**src/design/grs_pkg.sv**
```systemverilog
package grs_pkg;

  // APB register file: one 32-bit register, word index taken from paddr[2]
  localparam int PADDR_W = 3;
  localparam int PDATA_W = 32;
  localparam int GSIZE_W = 7;
  localparam logic REG_GRID_SIZE = 1'b0;
  localparam logic [GSIZE_W-1:0] GRID_SIZE_RST = 7'd64;

  // field widths fixed by the item format
  localparam int COORD_W = 6;

  // input word modes
  localparam logic MODE_LOAD  = 1'b0;
  localparam logic MODE_QUERY = 1'b1;

  // neighbour order, pushed west first so that south is explored first
  localparam logic [1:0] NB_WEST  = 2'd0;
  localparam logic [1:0] NB_NORTH = 2'd1;
  localparam logic [1:0] NB_EAST  = 2'd2;
  localparam logic [1:0] NB_SOUTH = 2'd3;
  localparam logic [1:0] NB_LAST  = NB_SOUTH;

  typedef struct packed {
    logic       load_cell;    // write one open flag
    logic       start_query;  // latch query, clear result and stack
    logic       clr_step;     // clear one visited entry
    logic       issue_seed;   // read maps at the start cell
    logic       issue_nb;     // read maps at a neighbour of the popped cell
    logic [1:0] nb_sel;
    logic       eval;         // push the candidate if open and unvisited
    logic       pop;          // read stack top
    logic       hit;          // record target found
    logic       emit;         // load the output register
  } grs_cmd_t;

  typedef struct packed {
    logic clr_last;
    logic stack_empty;
    logic at_target;
    logic slot_free;
  } grs_status_t;

endpackage

```
**src/design/grs_ctrl.sv**
```systemverilog
module grs_ctrl
  import grs_pkg::*;
(
  input  logic        clk,
  input  logic        rst_n,
  input  logic        in_valid,
  input  logic        in_mode,
  output logic        in_ready,
  input  grs_status_t status,
  output grs_cmd_t    cmd
);

  localparam logic [2:0] S_IDLE  = 3'd0;
  localparam logic [2:0] S_CLEAR = 3'd1;
  localparam logic [2:0] S_SEED  = 3'd2;
  localparam logic [2:0] S_SEVAL = 3'd3;
  localparam logic [2:0] S_POP   = 3'd4;
  localparam logic [2:0] S_POPD  = 3'd5;
  localparam logic [2:0] S_NB    = 3'd6;
  localparam logic [2:0] S_DONE  = 3'd7;

  logic [2:0] state_r, state_nxt;
  logic [1:0] nb_cnt_r, nb_cnt_nxt;
  logic       acc;

  assign in_ready = (state_r == S_IDLE);
  assign acc      = in_valid & in_ready;

  always_comb begin
    cmd        = '0;
    state_nxt  = state_r;
    nb_cnt_nxt = nb_cnt_r;
    case (state_r)
      S_IDLE: begin
        if (acc) begin
          if (in_mode == MODE_QUERY) begin
            cmd.start_query = 1'b1;
            state_nxt       = S_CLEAR;
          end else begin
            cmd.load_cell = 1'b1;
          end
        end
      end
      S_CLEAR: begin
        cmd.clr_step = 1'b1;
        if (status.clr_last) state_nxt = S_SEED;
      end
      S_SEED: begin
        cmd.issue_seed = 1'b1;
        state_nxt      = S_SEVAL;
      end
      S_SEVAL: begin
        cmd.eval  = 1'b1;
        state_nxt = S_POP;
      end
      S_POP: begin
        if (status.stack_empty) begin
          state_nxt = S_DONE;
        end else begin
          cmd.pop   = 1'b1;
          state_nxt = S_POPD;
        end
      end
      S_POPD: begin
        if (status.at_target) begin
          cmd.hit   = 1'b1;
          state_nxt = S_DONE;
        end else begin
          cmd.issue_nb = 1'b1;
          cmd.nb_sel   = NB_WEST;
          nb_cnt_nxt   = NB_WEST;
          state_nxt    = S_NB;
        end
      end
      S_NB: begin
        // evaluate this neighbour while the next one is read
        cmd.eval = 1'b1;
        if (nb_cnt_r == NB_LAST) begin
          state_nxt = S_POP;
        end else begin
          cmd.issue_nb = 1'b1;
          cmd.nb_sel   = nb_cnt_r + 2'd1;
          nb_cnt_nxt   = nb_cnt_r + 2'd1;
        end
      end
      S_DONE: begin
        if (status.slot_free) begin
          cmd.emit  = 1'b1;
          state_nxt = S_IDLE;
        end
      end
      default: state_nxt = S_IDLE;
    endcase
  end

  always_ff @(posedge clk) begin
    if (!rst_n) begin
      state_r  <= S_IDLE;
      nb_cnt_r <= NB_WEST;
    end else begin
      state_r  <= state_nxt;
      nb_cnt_r <= nb_cnt_nxt;
    end
  end

endmodule

```
**config.mk**
```make
export PLATFORM = sky130hd
export DESIGN_NAME = grs_ctrl
export DESIGN_NICKNAME = d
export VERILOG_FILES = /design/src/design/grs_pkg.sv /design/src/design/grs_ctrl.sv
export SDC_FILE = /design/constraint.sdc
export NUM_CORES = 1
export LEC_CHECK = 0
export BUFFER_PORTS_ARGS = -buffer_cell sky130_fd_sc_hd__buf_4
export CAP_MARGIN = 40
export CORE_AREA = 5 5 42 44
export DETAILED_ROUTE_END_ITERATION = 6
export DIE_AREA = 0 0 47 49
export GPL_TIMING_DRIVEN = 0
export PLACE_DENSITY = 0.71
export SLEW_MARGIN = 20
export SYNTH_ARGS = -nofsm -noshare
export SYNTH_HDL_FRONTEND = slang
export SYNTH_SLANG_ARGS = --single-unit
```
**constraint.sdc**
```tcl
create_clock -name clk -period 1.69 [get_ports clk]
set_clock_uncertainty 0.15 [all_clocks]
set_input_delay 0.338 -clock clk [delete_from_list [all_inputs] [get_ports clk]]
set_output_delay 0.338 -clock clk [all_outputs]
set_load 0.01 [all_outputs]
```
==> results.cfg <==
[status]
status = finished, final reports clean

[timing]
final-setup-viol-count = 0
setup_tns_ps = 0
fin_crit_ps = 1690
slew_hr = 0.788
grt_setup_unrepaired = yes
max_freq_ghz = 0.592
tightestPinTransition_ps = 316
fin_crit_sh = 1.00
drv_slew = 0
timing_hold_violations_final = 0

[final_layout]
insertedDiodeCount = 0
syn2layout_area_growth_pct = 77.4
nNetsFinal = 94
multi_input_comb_area_um2 = 359
drive_gt1_frac = 0.536
n_fill_cell = 143
ff_latch_area_um2 = 113
final_cells = 100
layout.cells.most_common_list = buf_4, nand2_1, nor3b_1, a21oi_1
mostFrequentLayoutCell = buf_4

[hold_path]
hold-path-cell-count = 3
timing.hold.worst.start = rst_n
hold_path_class = primary input to register
timing.hold.worst_endpoint = state_r[0]

[routing]
postRouteWirelength_um = 1430
firstDrtPassIters = 4
dr.first_iter.drc_count = 3
detailroute.via_count = 529
drc_violations_left = 0
detail_route.wl_per_cell_um = 14.3
vias_per_cell = 5.29
final_antenna_net_count = 0

[floorplan]
row_count = 14
fp.dieArea_mm2 = 0.00230
floorplan.initialDensity = 0.320
fp.coreArea_mm2 = 0.00140
width_of_the_chip_um = 47
io_pins = 20
die_height_um = 49

[cts]
clk_transition_reported_paths_ps = 40
clock_insertion_delay_worst_skew_ps = 240
cts_tree = done
max-clock-path-buffers = 2
cts_max_level = 1
numCtsBuffers = 3
clk_root_buf = clkbuf_4
clock-sinks = 5
cts_hold_buffers = 0

[yosys]
synth-seq-cells = 5
postSynthCellCount = 54
synth-seq-area-share = 0.223
syn_area_per_cell_um2 = 8.30
post_synth_design_cell_area_um2 = 448
postSynthNetCount = 63
synth.yosys.warnings = 0
yosysUniqueCellTypes = 27

[global_route]
aggregate_global_routing_overflow = 0
grt_pass1_vias = 478
grt_first_pass_wirelength_um = 2060
overall_global_routing_usage = 0.117
initial_antenna_violation_count = 0
grt_max_degree = 11

[place]
buffer_ports.inserted = 19
place.detailed.instances = 89
placer_congestion_estimate = 0.797
hpwlAfterDp_um = 864

[setup_path]
data_arrival_time_at_the_worst_slack_endpoint_ps = 1200
critical-path-top-delay-family = flip-flops
critical_path.reg2reg.endpoint = state_r[1]
number_of_cell_instances_on_the_worst_register_to_register_path = 5
critical_path_peak_fanout = 6
timing.critical_path.buf_inv = 1
slowest_delay_ps = 340
type_of_origin_of_the_critical_path = register
setup.worst_path.end_class = output pin
path_class = register to output pin
timing.rr.start = state_r[0]
timing.critical_path.required_ps = 1200
worst_path_max_delay_cell = dfxtp_2
critical_path.cell_chain = ha_4 -> nor3b_2 -> o21a_1 -> buf_4
timing.reg2reg.setup_slack_ps = 200

[job]
max-cap-violations = 0

[power]
cellLeakagePower_nw = 0.346
peakVddDrop_uv = 446
powerDensity_mw_per_mm2 = 683
[Yosys cell counts]
cell,instances,area [µm²]
nor3_2,1,10.0
nand3b_1,2,15.0
o21ai_1,1,5.00
nand2_1,5,18.8
xor2_1,1,8.76
nor2_1,2,7.51
buf_6,1,11.3
nor2_2,1,6.26
a211oi_1,2,15.0
o21ba_1,1,10.0
nor3b_1,6,45.0
nand2b_1,2,12.5
and3_1,1,6.26
buf_4,3,22.5
a32oi_1,1,8.76
o21a_1,2,15.0
buf_2,1,5.00
and4b_1,2,20.0
nor4b_1,3,26.3
ha_1,1,12.5
o2111ai_1,1,8.76
dfxtp_1,5,100
nor4_1,1,6.26
and2_1,1,6.26
o21ai_0,1,5.00
a21oi_1,4,20.0
mux2i_1,2,20.0
[how the worst max path moves through the flow]
stage                     start     end  slack (ps)  cells after the start
finish              nb_cnt_r[0]  cmd[6]         0.1                      4
global route        nb_cnt_r[0]  cmd[6]         -60                      4
floorplan            state_r[2]  cmd[2]         200                      3
global placement     state_r[1]  cmd[2]         130                      3
CTS                 nb_cnt_r[0]  cmd[6]         -20                      4
detailed placement  nb_cnt_r[0]  cmd[6]         140                      4
[cell families (layout without fill, tap and decap cells)]
| group | Yosys count | after routing | share of synthesized area |
|---|---|---|---|
| xor+xnor | 1 | 1 | 0.0196 |
| compound gates | 13 | 13 | 0.195 |
| buf+inv | 5 | 35 | 0.0866 |
| simple gates | 27 | 27 | 0.402 |
| flops | 5 | 5 | 0.223 |
| fa+ha+maj | 1 | 1 | 0.0279 |
| mux | 2 | 2 | 0.0447 |
[flip-flops by register name (all words and copies together), names as in the netlist]
register,cells
nb_cnt_r,2
state_r,3
[per-layer routing]
layer	share of wire	GRT usage
met5	0	0
met3	0.038	0.0185
met4	0	0.0737
met2	0.51	0.170
met1	0.45	0.155
[worst reg2reg max path, cell delays in order, from the launching register on]
cell and delay [ps]:
dfxtp_4 360, buf_8 140, buf_4 140, o21a_1 180, a211oi_1 310, nor3b_1 90
[report_power, final]
group	switching, mW	leakage (nW)	internal [mW]	total [mW]
clock	0.0456	0.0150	0.0890	0.135
sequential	0.0223	0.0433	0.129	0.151
combinational	0.108	0.288	0.149	0.257
[area by class of cell]
cell class	instances	share of cell area
flip-flops and latches	5	0.142
repair buffers	27	0.282
well taps	16	0.0252
clock buffers	4	0.0331
plain buffers	4	0.0661
multi-input cells	44	0.452
[through the flow]
step / instance area (µm²) / hold slack [ps] / setup slack, ps / utilization / power (mW)
after global routing: 795 / 249 / -58.6 / 0.567 / 0.580
after CTS: 674 / 237 / -17.9 / 0.481 / 0.480
after floorplan: 448 / 282 / 197 / - / 0.262
after detailed placement: 611 / 303 / 135 / 0.436 / 0.330
final: 795 / 248 / 0.112 / 0.567 / 0.543
after global placement: 611 / 297 / 134 / 0.436 / 0.330
[repair_timing]
item	4_1_cts	5_1_grt
buffers inserted	2	5
pin swaps	0	3
resized for setup	9	13
hold endpoints to repair	0	0
cloned	0	1
setup endpoints to repair	9	10
Note: power is estimated with default switching activity, not from simulation.
